File: config.mk
export PLATFORM = sky130hd
export DESIGN_NAME = presence_auto_off_fader
export DESIGN_NICKNAME = d
export VERILOG_FILES = /design/src/rtl/paof_pkg.sv /design/src/rtl/paof_ctrl.sv /design/src/rtl/paof_dp.sv /design/src/rtl/presence_auto_off_fader.sv
export SDC_FILE = /design/constraint.sdc
export NUM_CORES = 1
export LEC_CHECK = 0
export BUFFER_PORTS_ARGS = -buffer_cell sky130_fd_sc_hd__buf_4
export CORE_MARGIN = 2
export CORE_UTILIZATION = 41
export CTS_CLUSTER_DIAMETER = 60
export DETAILED_ROUTE_END_ITERATION = 8
export PLACE_DENSITY = 0.61
export SETUP_SLACK_MARGIN = 0.02
export SLEW_MARGIN = 20
export SYNTH_ARGS = -nofsm -noshare
export SYNTH_HDL_FRONTEND = slang
export SYNTH_SLANG_ARGS = --single-unit
File: constraint.sdc
create_clock -name clk -period 8.48 [get_ports clk]
set_clock_uncertainty 0.1 [all_clocks]
set_input_delay 0 -clock clk [delete_from_list [all_inputs] [get_ports clk]]
set_output_delay 0 -clock clk [all_outputs]
set_load 0.02 [all_outputs]
File: src/rtl/paof_pkg.sv
`timescale 1ns / 1ps

package paof_pkg;

  localparam int TIME_W     = 32;
  localparam int DIST_W     = 16;
  localparam int LEN_W      = 16;
  localparam int LVL_W      = 8;
  localparam int CFG_W      = 32;
  localparam int IDX_W      = 2;
  localparam int IN_DATA_W  = 56;
  localparam int OUT_DATA_W = 16;
  localparam int FUNC_W     = 2;
  localparam int PROD_W     = LVL_W + LEN_W;
  localparam int DIV_STEPS  = LVL_W;
  localparam int CNT_W      = $clog2(DIV_STEPS);

  localparam logic [FUNC_W-1:0] FN_TICK     = 2'd0;
  localparam logic [FUNC_W-1:0] FN_ACTIVITY = 2'd1;
  localparam logic [FUNC_W-1:0] FN_DISTANCE = 2'd2;

  localparam logic [IDX_W-1:0] REG_IDLE_TIMEOUT = 2'd0;
  localparam logic [IDX_W-1:0] REG_FADE_LENGTH  = 2'd1;
  localparam logic [IDX_W-1:0] REG_NEAR_LIMIT   = 2'd2;
  localparam logic [IDX_W-1:0] REG_FAR_LIMIT    = 2'd3;

  localparam logic [TIME_W-1:0] RST_IDLE_TIMEOUT = 32'd30000;
  localparam logic [LEN_W-1:0]  RST_FADE_LENGTH  = 16'd2000;
  localparam logic [DIST_W-1:0] RST_NEAR_LIMIT   = 16'd100;
  localparam logic [DIST_W-1:0] RST_FAR_LIMIT    = 16'd300;

  typedef enum logic [1:0] {
    PH_IDLE   = 2'd0,
    PH_ACTIVE = 2'd1,
    PH_FADING = 2'd2,
    PH_OFF    = 2'd3
  } phase_t;

  typedef enum logic [1:0] {
    CL_UNKNOWN = 2'd0,
    CL_NEAR    = 2'd1,
    CL_FAR     = 2'd2
  } dclass_t;

  typedef enum logic [2:0] {
    ST_IDLE,
    ST_EVAL,
    ST_MUL,
    ST_DIV,
    ST_OUT
  } state_t;

  typedef struct packed {
    logic load_in;
    logic eval;
    logic mul;
    logic div_step;
    logic load_out;
  } cmd_t;

  typedef struct packed {
    logic need_div;
    logic div_done;
    logic out_free;
  } stat_t;

endpackage

File: src/rtl/paof_ctrl.sv
`timescale 1ns / 1ps

module paof_ctrl (
  input  logic            clk,
  input  logic            rst,
  input  logic            s_tvalid,
  output logic            s_tready,
  input  paof_pkg::stat_t stat,
  output paof_pkg::cmd_t  cmd
);

  paof_pkg::state_t state, state_next;

  always_ff @(posedge clk) begin
    if (rst) begin
      state <= paof_pkg::ST_IDLE;
    end else begin
      state <= state_next;
    end
  end

  always_comb begin
    state_next = state;
    unique case (state)
      paof_pkg::ST_IDLE: begin
        if (s_tvalid) state_next = paof_pkg::ST_EVAL;
      end
      paof_pkg::ST_EVAL: begin
        state_next = stat.need_div ? paof_pkg::ST_MUL : paof_pkg::ST_OUT;
      end
      paof_pkg::ST_MUL: begin
        state_next = paof_pkg::ST_DIV;
      end
      paof_pkg::ST_DIV: begin
        if (stat.div_done) state_next = paof_pkg::ST_OUT;
      end
      paof_pkg::ST_OUT: begin
        if (stat.out_free) state_next = paof_pkg::ST_IDLE;
      end
      default: state_next = paof_pkg::ST_IDLE;
    endcase
  end

  always_comb begin
    cmd      = '0;
    s_tready = 1'b0;
    unique case (state)
      paof_pkg::ST_IDLE: begin
        s_tready    = !rst;
        cmd.load_in = s_tvalid && !rst;
      end
      paof_pkg::ST_EVAL: cmd.eval     = 1'b1;
      paof_pkg::ST_MUL:  cmd.mul      = 1'b1;
      paof_pkg::ST_DIV:  cmd.div_step = 1'b1;
      paof_pkg::ST_OUT:  cmd.load_out = stat.out_free;
      default: cmd = '0;
    endcase
  end

endmodule

File: src/rtl/paof_dp.sv
`timescale 1ns / 1ps

module paof_dp (
  input  logic                             clk,
  input  logic                             rst,
  input  paof_pkg::cmd_t                   cmd,
  output paof_pkg::stat_t                  stat,
  input  logic [paof_pkg::IN_DATA_W-1:0]   s_tdata,
  input  logic [paof_pkg::FUNC_W-1:0]      s_tuser,
  output logic                             m_tvalid,
  input  logic                             m_tready,
  output logic [paof_pkg::OUT_DATA_W-1:0]  m_tdata,
  input  logic                             cfg_we,
  input  logic [paof_pkg::IDX_W-1:0]       cfg_index,
  input  logic [paof_pkg::CFG_W-1:0]       cfg_data
);

  // config
  logic [paof_pkg::TIME_W-1:0] idle_timeout;
  logic [paof_pkg::LEN_W-1:0]  fade_length;
  logic [paof_pkg::DIST_W-1:0] near_limit;
  logic [paof_pkg::DIST_W-1:0] far_limit;

  // latched input word
  logic [paof_pkg::FUNC_W-1:0] in_func;
  logic [paof_pkg::TIME_W-1:0] in_now;
  logic [paof_pkg::DIST_W-1:0] in_dist;
  logic [paof_pkg::LVL_W-1:0]  in_shown;

  // block state
  paof_pkg::phase_t            phase_reg;
  paof_pkg::dclass_t           class_reg;
  logic [paof_pkg::TIME_W-1:0] activity_stamp;
  logic [paof_pkg::TIME_W-1:0] fade_start_stamp;
  logic [paof_pkg::LVL_W-1:0]  fade_base_level;

  // step results and divider
  logic                        calc_flag;
  logic                        clr_flag;
  logic [paof_pkg::LEN_W-1:0]  fade_span;
  logic [paof_pkg::LEN_W-1:0]  rem;
  logic [paof_pkg::LVL_W-1:0]  quot;
  logic [paof_pkg::CNT_W-1:0]  cnt;
  logic                        out_valid;
  logic [paof_pkg::OUT_DATA_W-1:0] out_data;

  logic [paof_pkg::TIME_W-1:0] idle_time;
  logic [paof_pkg::TIME_W-1:0] elapsed;
  logic                        timed_out;
  logic                        fade_over;
  logic                        is_tick;
  logic                        fade_tick;
  paof_pkg::dclass_t           class_new;
  logic [paof_pkg::PROD_W-1:0] product;
  logic [paof_pkg::LEN_W:0]    trial;
  logic [paof_pkg::LEN_W:0]    trial_diff;
  logic                        fits;
  logic                        wr;
  logic [paof_pkg::LVL_W-1:0]  level;

  assign idle_time = in_now - activity_stamp;
  assign elapsed   = in_now - fade_start_stamp;
  assign timed_out = idle_time >= idle_timeout;
  assign fade_over = elapsed >= paof_pkg::TIME_W'(fade_length);
  assign is_tick   = in_func == paof_pkg::FN_TICK;
  assign fade_tick = is_tick && (phase_reg == paof_pkg::PH_FADING);

  always_comb begin
    class_new = class_reg;
    if (in_dist < near_limit) begin
      class_new = paof_pkg::CL_NEAR;
    end else if (in_dist > far_limit) begin
      class_new = paof_pkg::CL_FAR;
    end
  end

  assign product    = paof_pkg::PROD_W'(fade_base_level) * paof_pkg::PROD_W'(fade_span);
  assign trial      = {rem, quot[paof_pkg::LVL_W-1]};
  assign fits       = trial >= {1'b0, fade_length};
  assign trial_diff = trial - {1'b0, fade_length};

  assign stat.need_div = fade_tick && !fade_over;
  assign stat.div_done = cnt == paof_pkg::CNT_W'(paof_pkg::DIV_STEPS - 1);
  assign stat.out_free = !out_valid || m_tready;

  assign wr    = calc_flag && (quot != in_shown);
  assign level = wr ? quot : '0;

  always_ff @(posedge clk) begin
    if (rst) begin
      idle_timeout <= paof_pkg::RST_IDLE_TIMEOUT;
      fade_length  <= paof_pkg::RST_FADE_LENGTH;
      near_limit   <= paof_pkg::RST_NEAR_LIMIT;
      far_limit    <= paof_pkg::RST_FAR_LIMIT;
    end else if (cfg_we) begin
      unique case (cfg_index)
        paof_pkg::REG_IDLE_TIMEOUT: idle_timeout <= cfg_data[paof_pkg::TIME_W-1:0];
        paof_pkg::REG_FADE_LENGTH:  fade_length  <= cfg_data[paof_pkg::LEN_W-1:0];
        paof_pkg::REG_NEAR_LIMIT:   near_limit   <= cfg_data[paof_pkg::DIST_W-1:0];
        paof_pkg::REG_FAR_LIMIT:    far_limit    <= cfg_data[paof_pkg::DIST_W-1:0];
        default: ;
      endcase
    end
  end

  always_ff @(posedge clk) begin
    if (cmd.load_in) begin
      in_func  <= s_tuser;
      in_now   <= s_tdata[paof_pkg::TIME_W-1:0];
      in_dist  <= s_tdata[paof_pkg::TIME_W +: paof_pkg::DIST_W];
      in_shown <= s_tdata[paof_pkg::TIME_W + paof_pkg::DIST_W +: paof_pkg::LVL_W];
    end
  end

  always_ff @(posedge clk) begin
    if (rst) begin
      phase_reg        <= paof_pkg::PH_IDLE;
      class_reg        <= paof_pkg::CL_UNKNOWN;
      activity_stamp   <= '0;
      fade_start_stamp <= '0;
      fade_base_level  <= '0;
      calc_flag        <= 1'b0;
      clr_flag         <= 1'b0;
    end else if (cmd.eval) begin
      calc_flag <= fade_tick && !fade_over;
      clr_flag  <= fade_tick && fade_over;
      if (is_tick) begin
        if (phase_reg == paof_pkg::PH_ACTIVE && timed_out) begin
          phase_reg        <= paof_pkg::PH_FADING;
          fade_start_stamp <= in_now;
          fade_base_level  <= in_shown;
        end else if (fade_tick && fade_over) begin
          phase_reg <= paof_pkg::PH_OFF;
        end
      end else if (in_func == paof_pkg::FN_ACTIVITY) begin
        activity_stamp <= in_now;
        phase_reg      <= paof_pkg::PH_ACTIVE;
      end else if (in_func == paof_pkg::FN_DISTANCE) begin
        if (class_new != class_reg) begin
          class_reg <= class_new;
          if (class_new == paof_pkg::CL_NEAR) begin
            activity_stamp <= in_now;
            phase_reg      <= paof_pkg::PH_ACTIVE;
          end
        end
      end
    end
  end

  // base * (L - e) / L; quotient < 2^LVL_W, so the top bits already sit below L
  always_ff @(posedge clk) begin
    if (cmd.eval) begin
      fade_span <= fade_length - elapsed[paof_pkg::LEN_W-1:0];
    end
    if (cmd.mul) begin
      rem  <= product[paof_pkg::PROD_W-1:paof_pkg::LVL_W];
      quot <= product[paof_pkg::LVL_W-1:0];
      cnt  <= '0;
    end else if (cmd.div_step) begin
      rem  <= fits ? trial_diff[paof_pkg::LEN_W-1:0] : trial[paof_pkg::LEN_W-1:0];
      quot <= {quot[paof_pkg::LVL_W-2:0], fits};
      cnt  <= cnt + 1'b1;
    end
  end

  always_ff @(posedge clk) begin
    if (rst) begin
      out_valid <= 1'b0;
    end else if (cmd.load_out) begin
      out_valid <= 1'b1;
    end else if (m_tready) begin
      out_valid <= 1'b0;
    end
  end

  always_ff @(posedge clk) begin
    if (cmd.load_out) begin
      out_data <= {2'b00, class_reg, phase_reg, clr_flag, level, wr};
    end
  end

  assign m_tvalid = out_valid;
  assign m_tdata  = out_data;

endmodule

File: src/rtl/presence_auto_off_fader.sv
`timescale 1ns / 1ps
// Each accepted word passes through the EVAL and OUT states; a fading tick that
// computes a new level also passes through the MUL state and 8 divide steps.
// No new word is accepted until its result enters the output register, which waits
// on m_tready; the restoring divider retires one quotient bit per cycle.
// Reset: synchronous rst clears phase, class, stamps and output valid and
// loads the registers with their defaults.

module presence_auto_off_fader (
  input  logic                             clk,
  input  logic                             rst,
  input  logic                             s_tvalid,
  output logic                             s_tready,
  // now_ms[31:0], range_cm[47:32], shown_brightness[55:48]
  input  logic [paof_pkg::IN_DATA_W-1:0]   s_tdata,
  // func[1:0]
  input  logic [paof_pkg::FUNC_W-1:0]      s_tuser,
  output logic                             m_tvalid,
  input  logic                             m_tready,
  // write_brightness[0], brightness_out[8:1], clear_leds[9], off_phase[11:10],
  // distance_class[13:12], zero[15:14]
  output logic [paof_pkg::OUT_DATA_W-1:0]  m_tdata,
  input  logic                             cfg_we,
  input  logic [paof_pkg::IDX_W-1:0]       cfg_index,
  input  logic [paof_pkg::CFG_W-1:0]       cfg_data
);

  paof_pkg::cmd_t  cmd;
  paof_pkg::stat_t stat;

  paof_ctrl u_ctrl (
    .clk      (clk),
    .rst      (rst),
    .s_tvalid (s_tvalid),
    .s_tready (s_tready),
    .stat     (stat),
    .cmd      (cmd)
  );

  paof_dp u_dp (
    .clk       (clk),
    .rst       (rst),
    .cmd       (cmd),
    .stat      (stat),
    .s_tdata   (s_tdata),
    .s_tuser   (s_tuser),
    .m_tvalid  (m_tvalid),
    .m_tready  (m_tready),
    .m_tdata   (m_tdata),
    .cfg_we    (cfg_we),
    .cfg_index (cfg_index),
    .cfg_data  (cfg_data)
  );

endmodule

# Word level (Yosys, flattened, before mapping)
# Index checks and enable logic that the tools add are counted.
# totals
out_inout_bits	18
elab_cells	116
reg_bits	277
# op_classes
multipliers	1
n_bitwise	2
order_cmp	5
add_sub_neg	5
n_reduce_logical	30
eq_ne	19
muxes	31
# ops
cell	count
2-to-1 mux 32 bit	4
subtractor 32 bit	2
2-to-1 mux 16 bit	3
>= comparator 32 x 16 -> 1 bit	1
>= comparator 32 bit	1
subtractor 16 bit	2
multiplier 8 x 16 -> 24 bit	1
2-to-1 mux 2 bit	9
>= comparator 17 x 16 -> 1 bit	1
greater-than comparator 16 bit	1
< comparator 16 bit	1
2-to-1 mux 8 bit	2
one-hot mux 3 bit (5 select lines)	1
AND reduction 5 bit	3
2-to-1 mux 3 bit	4
nonzero test 2 bit	5
nonzero test 3 bit	3
== test 2 x 1 -> 1 bit, second input constant	4
== test 2 bit, second input constant	4
2-to-1 mux 1 bit	8
inequality test 8 bit	1
AND reduction 2 bit	4
== test 3 x 2 -> 1 bit, second input constant	2
== test 3 bit, second input constant	2
other kinds (13)	24

# Logic depth before layout (Yosys ltp)
# logic_depth
ltp_word	9
depth_mapped	25

# By module
# From an unflattened synthesis, not the netlist that was laid out.
# unflattened
cells_unflattened	2421
area_unflattened_um2	21251.6
# modules_own_cells
module	instances	seq_area_each_um2	area_per_inst_um2	cells_per_inst
paof_dp	1	6606.3	21018.9	2393
paof_ctrl	1	60.1	232.7	28

# Worst setup path after synthesis
# OpenSTA, ideal clock, no wires.
# synth_timing
path_kind	reg-to-reg
start	register u_dp.fade_base_level[7] in the netlist's numbering
end	register u_dp.rem[15] in the netlist's numbering, data pin
path_slack_ns	3.400
arrival_ns	4.719
synth_period_minus_slack_ns	5.080
n_path_buf	1
stages_incl_launch_ff	18
t_required_ns	8.119
cell_sequence	dfxtp_1 -> clkbuf_1 -> and2_1 -> fa_1 -> inv_1 -> fa_1 -> fa_1 -> fa_1 -> inv_1 -> ha_1 -> or3_1 -> o2111ai_1 -> a311oi_1 -> a31oi_1 -> o211ai_1 -> o31a_1 -> o31ai_1 -> a21oi_1
# synth_between
elab_chain_cells	2
# synth_rtl
element	line	text
from (decl)	paof_dp.sv:35	logic [paof_pkg::LVL_W-1:0] fade_base_level;
from (signal assigned)	paof_dp.sv:131	fade_base_level <= in_shown;
multiplier 8 x 16 -> 24 bit	paof_dp.sv:77	assign product = paof_pkg::PROD_W'(fade_base_level) * paof_pkg::PROD_W'(fade_span);
2-to-1 mux 16 bit	paof_dp.sv:155	if (cmd.mul) begin
to (signal assigned)	paof_dp.sv:156	rem <= product[paof_pkg::PROD_W-1:paof_pkg::LVL_W];
to (signal assigned)	paof_dp.sv:160	rem <= fits ? trial_diff[paof_pkg::LEN_W-1:0] : trial[paof_pkg::LEN_W-1:0];
to (decl)	paof_dp.sv:41	logic [paof_pkg::LEN_W-1:0] rem;
# No other way between the ends.
# A chain may end at the register's enable or synchronous reset.

# Worst setup path in the final report
# layout_timing
start	register u_dp.in_now[0] in the netlist's numbering
end	register u_dp.fade_start_stamp[6] in the netlist's numbering
# layout_between
elab_chain_cells	4
# layout_rtl
element	line	text
from (decl)	paof_dp.sv:26	logic [paof_pkg::TIME_W-1:0] in_now;
from (signal assigned)	paof_dp.sv:109	in_now <= s_tdata[paof_pkg::TIME_W-1:0];
subtractor 32 bit	paof_dp.sv:61	assign idle_time = in_now - activity_stamp;
>= comparator 32 bit	paof_dp.sv:63	assign timed_out = idle_time >= idle_timeout;
logical AND 1 bit	paof_dp.sv:128	if (phase_reg == paof_pkg::PH_ACTIVE && timed_out) begin
AND reduction 3 bit (no line)	n/a	
to (signal assigned)	paof_dp.sv:130	fade_start_stamp <= in_now;
to (decl)	paof_dp.sv:34	logic [paof_pkg::TIME_W-1:0] fade_start_stamp;
# No other way between the ends.

==> parameters.txt <==
Parameter                              Value

Run status
  Run status    finished clean

Run
  Max-capacitance violation count    0

Route
  Post-Route WL    53420 um
  Via total after detailed routing    16760
  Number of detailed-routing iterations run before antenna repair    5
  Vias/cell    5.150
  Count of routing violations after the opening detailed-route iteration    807
  DRT antenna net count    0
  Remaining routing DRC violations    0
  DR WL/cell    16.41 um

Final layout
  Number of filler instances in the final layout    4752
  Final std cell area, no fill    0.02480 mm^2
  Final layout net count    2959
  Area added between synthesis and finish    19.29%
  Ratio of cells with drive above 1 in the final layout    8.753%
  Final Core Density    49.54%

Global route
  Total overflow reported by the global router    0
  Wire length of the first global-routing pass    87680 um
  Overall routing resource usage    20.59%
  Maximum number of pins on one net before global-route repair    107
  Vias in the first global route    17170
  Number of antenna violations at the first check in global routing    1

Timing
  Maximum frequency from static timing analysis    163.4 MHz
  Actual transition at the worst max-transition pin    988.9 ps
  Max-slew violation total from the final report    0
  Crit share post-route    72.18%
  Relative slew margins    34.07%
  Total Neg Setup Slack    0 ps
  Final critical-path setup slack    2359 ps
  Tmin final    6121 ps
  Setup violations, final    0
  Hold Fails Final Rpt    0
  Setup repair after global routing missed its margin    no

Pwr
  Worst voltage drop across the vdd grid    148.9 uV
  Power per cell area    147.2 mW/mm^2
  Leakage power summed over all cells    10.31 nW

Critical path
  Crit Path Category    register to register
  Worst EP arrival    6420 ps
  Maximum fanout encountered on the critical timing path    31
  Worst EP required    8780 ps
  Type of destination of the critical path    register
  Crit path launch type    register

Placed design
  Final GP Congestion    0.8926
  Placement Cell Area    0.02233 mm^2
  Detailed placer's ending HPWL    40620 um
  Count of buffers inserted at the top-level ports    112
  Pre-CTS worst setup slack    2548 ps

Logic synthesis
  Register area share after synthesis    32.06%
  Combinational family with the most area after synthesis    adder cells
  Share of flip-flops with an asynchronous set or reset    0%
  Adder-cell share of the synthesized area    21.77%
  Post-synthesis register bit count    277
  Post-synthesis instance area    0.02079 mm^2
  Area share of and/or/nand/nor cells after synthesis    17.16%
  Netlist cell types    81
  Xor/xnor cell area share of the yosys netlist    4.044%
  Count of flip-flops with a built-in enable after synthesis    112
  Multiplexer fraction of the synthesized cell area    4.170%
  Synth Area in Compound Gates    14.28%
  Commonest register cell after synthesis    sky130_fd_sc_hd__dfxtp_1
  Number of warnings printed during yosys synthesis    0
  Avg Synthesized Cell Area    8.916 um^2
  Instance count of the mapped netlist    2332

Floorplan
  Rows    82
  I/O pin cnt    115
  Horizontal die dimension    229.2 um
  Starting Density    41.53%
  Floorplan die height    229.2 um
  Core ar.    0.05007 mm^2
  Die ar.    0.05253 mm^2

Hold path
  Hold crit path type    input pin to register

Clock tree
  Post-cts resize count    0
  Clock-pin slew on the worst setup and hold paths    60 ps
  TritonCTS sink count    277
  Clock insertion delay at the later pin of the skew report    560 ps
  Total CTS buffers    38
  CTS tree    yes
  Max Root-Sink Buffers    3
  Clock root cell    sky130_fd_sc_hd__clkbuf_16
  Deepest level of the CTS H-tree    2
layout by cell type, fill, tap and decap left out, types with 10 or more instances in the layout:
cell type / count
sky130_fd_sc_hd__a211o_1: 16
sky130_fd_sc_hd__a211oi_1: 17
sky130_fd_sc_hd__a21o_1: 64
sky130_fd_sc_hd__a21oi_1: 179
sky130_fd_sc_hd__a31oi_1: 12
sky130_fd_sc_hd__and2_1: 86
sky130_fd_sc_hd__and3_1: 10
sky130_fd_sc_hd__buf_4: 126
sky130_fd_sc_hd__clkbuf_16: 40
sky130_fd_sc_hd__dfxtp_1: 165
sky130_fd_sc_hd__dlygate4sd3_1: 121
sky130_fd_sc_hd__edfxtp_1: 112
sky130_fd_sc_hd__fa_1: 88
sky130_fd_sc_hd__ha_1: 221
sky130_fd_sc_hd__inv_1: 284
sky130_fd_sc_hd__mux2i_1: 84
sky130_fd_sc_hd__nand2_1: 290
sky130_fd_sc_hd__nand2b_1: 18
sky130_fd_sc_hd__nand3_1: 30
sky130_fd_sc_hd__nand3b_1: 12
sky130_fd_sc_hd__nand4_1: 26
sky130_fd_sc_hd__nor2_1: 180
sky130_fd_sc_hd__nor2b_1: 23
sky130_fd_sc_hd__nor3_1: 34
sky130_fd_sc_hd__o211ai_1: 15
sky130_fd_sc_hd__o21a_1: 10
sky130_fd_sc_hd__o21ai_0: 61
sky130_fd_sc_hd__o21bai_1: 13
sky130_fd_sc_hd__xnor2_1: 58
sky130_fd_sc_hd__xor2_1: 38
path summary, 6_finish.rpt:
check | from | to | slack, ps | cells after the start
worst max-delay path | u_dp.in_now[0] | u_dp.fade_start_stamp[6] | 2360 | 25
worst min register to register | u_dp.clr_flag | u_dp.m_tdata[9] | 350 | 0
worst min-delay path | s_tdata[47] | u_dp.in_dist[15] | 60 | 2
worst max register to register | u_dp.in_now[0] | u_dp.fade_start_stamp[6] | 2360 | 25
power breakdown:
group          internal [mW]  total (mW)  switching (mW)
sequential              1.44        1.48          0.0427
combinational          0.263       0.586           0.323
clock                  0.953        1.58           0.629
worst max-delay path, cell delays in order (launching register included):
cell                        delay, ps
sky130_fd_sc_hd__edfxtp_1         400
sky130_fd_sc_hd__inv_1            110
sky130_fd_sc_hd__ha_1             180
sky130_fd_sc_hd__inv_1             60
sky130_fd_sc_hd__fa_1             410
sky130_fd_sc_hd__a21o_1           180
sky130_fd_sc_hd__a21oi_1          260
sky130_fd_sc_hd__o21ai_0          260
sky130_fd_sc_hd__a2111oi_0        800
sky130_fd_sc_hd__nor3_1           220
sky130_fd_sc_hd__nor3_1           420
sky130_fd_sc_hd__o21bai_1         110
sky130_fd_sc_hd__a21oi_1          180
sky130_fd_sc_hd__xnor2_1           90
sky130_fd_sc_hd__ha_1             180
sky130_fd_sc_hd__a21o_1           170
sky130_fd_sc_hd__a21o_1           160
sky130_fd_sc_hd__a21o_1           170
sky130_fd_sc_hd__a21o_1           170
sky130_fd_sc_hd__a21oi_1          140
sky130_fd_sc_hd__o21ai_0           90
sky130_fd_sc_hd__a21oi_1          390
sky130_fd_sc_hd__nor3_2           110
sky130_fd_sc_hd__buf_4            310
sky130_fd_sc_hd__mux2i_1          220
sky130_fd_sc_hd__nor2_1            50
what timing repair did:
action                                 4_1_cts  5_1_grt
endpoints found under the hold margin      182        0
buffers inserted                             0        0
hold buffers                               121        0
cell type report:
type | count | area [um^2] | share of cell area (%)
clock inverters | 13 | 107.6 | 0.4338
diodes | 1 | 2.502 | 0.01009
inverters | 285 | 1070 | 4.313
clock buffers | 56 | 1151 | 4.641
multi-input cells | 1703 | 12800 | 51.59
repair buffers | 248 | 2168 | 8.742
flip-flops and latches | 277 | 6666 | 26.88
well taps | 672 | 840.8 | 3.390
cells in the mapped netlist (9+ instances only):
library cell                 n  share of area [%]
sky130_fd_sc_hd__a21o_1     64                2.3
sky130_fd_sc_hd__o21ai_0    61                1.5
sky130_fd_sc_hd__inv_1     284                5.1
sky130_fd_sc_hd__a211oi_1   17               0.61
sky130_fd_sc_hd__buf_2      14               0.34
sky130_fd_sc_hd__nor2b_1    23               0.69
sky130_fd_sc_hd__o21a_1     10               0.36
sky130_fd_sc_hd__a211o_1    16               0.67
sky130_fd_sc_hd__clkbuf_1   51               0.92
sky130_fd_sc_hd__o211ai_1   15               0.54
sky130_fd_sc_hd__edfxtp_1  112                 16
sky130_fd_sc_hd__nand2_1   290                5.2
sky130_fd_sc_hd__and3_1     10               0.30
sky130_fd_sc_hd__o31ai_1     9               0.32
sky130_fd_sc_hd__nor2_1    180                3.2
sky130_fd_sc_hd__a21oi_1   179                4.3
sky130_fd_sc_hd__nand2b_1   18               0.54
sky130_fd_sc_hd__nand4_1    26               0.78
sky130_fd_sc_hd__nor3_1     35               0.84
sky130_fd_sc_hd__dfxtp_1   165                 16
sky130_fd_sc_hd__xnor2_1    58                2.4
sky130_fd_sc_hd__xor2_1     38                1.6
sky130_fd_sc_hd__fa_1       88                8.5
sky130_fd_sc_hd__and2_1     87                2.6
sky130_fd_sc_hd__nand3_1    30               0.72
sky130_fd_sc_hd__a31oi_1    12               0.36
sky130_fd_sc_hd__nand3b_1   12               0.43
sky130_fd_sc_hd__o21bai_1   13               0.47
sky130_fd_sc_hd__ha_1      221                 13
sky130_fd_sc_hd__mux2i_1    84                4.0
metal layers:
layer	track usage, %	up-vias	wire (um)
li1	-	8365	-
met1	26.41	7967	24230
met2	35.51	338	25490
met3	2.951	92	1952
met4	6.899	0	1748
met5	0	-	0
through the flow:
stage / total power, mW / cells / hold WS, ps
detailed placement: 2.051 / 3064 / 79.26
global route: 3.814 / 3255 / 49.80
finish: 3.650 / 3255 / 62.45
CTS: 3.690 / 3254 / 33.66
global placement: 2.036 / 3064 / 77.77
floorplan: 1.871 / 2333 / -1.131
logic make-up after synthesis:
| kind of cell | after synthesis |
|---|---|
| xor+xnor | 96 |
| compound gates | 452 |
| flops | 277 |
| buf+inv | 353 |
| simple gates | 758 |
| mux | 86 |
| other cells | 1 |
| fa+ha+maj | 309 |
Power figures use the tool's default switching activity.
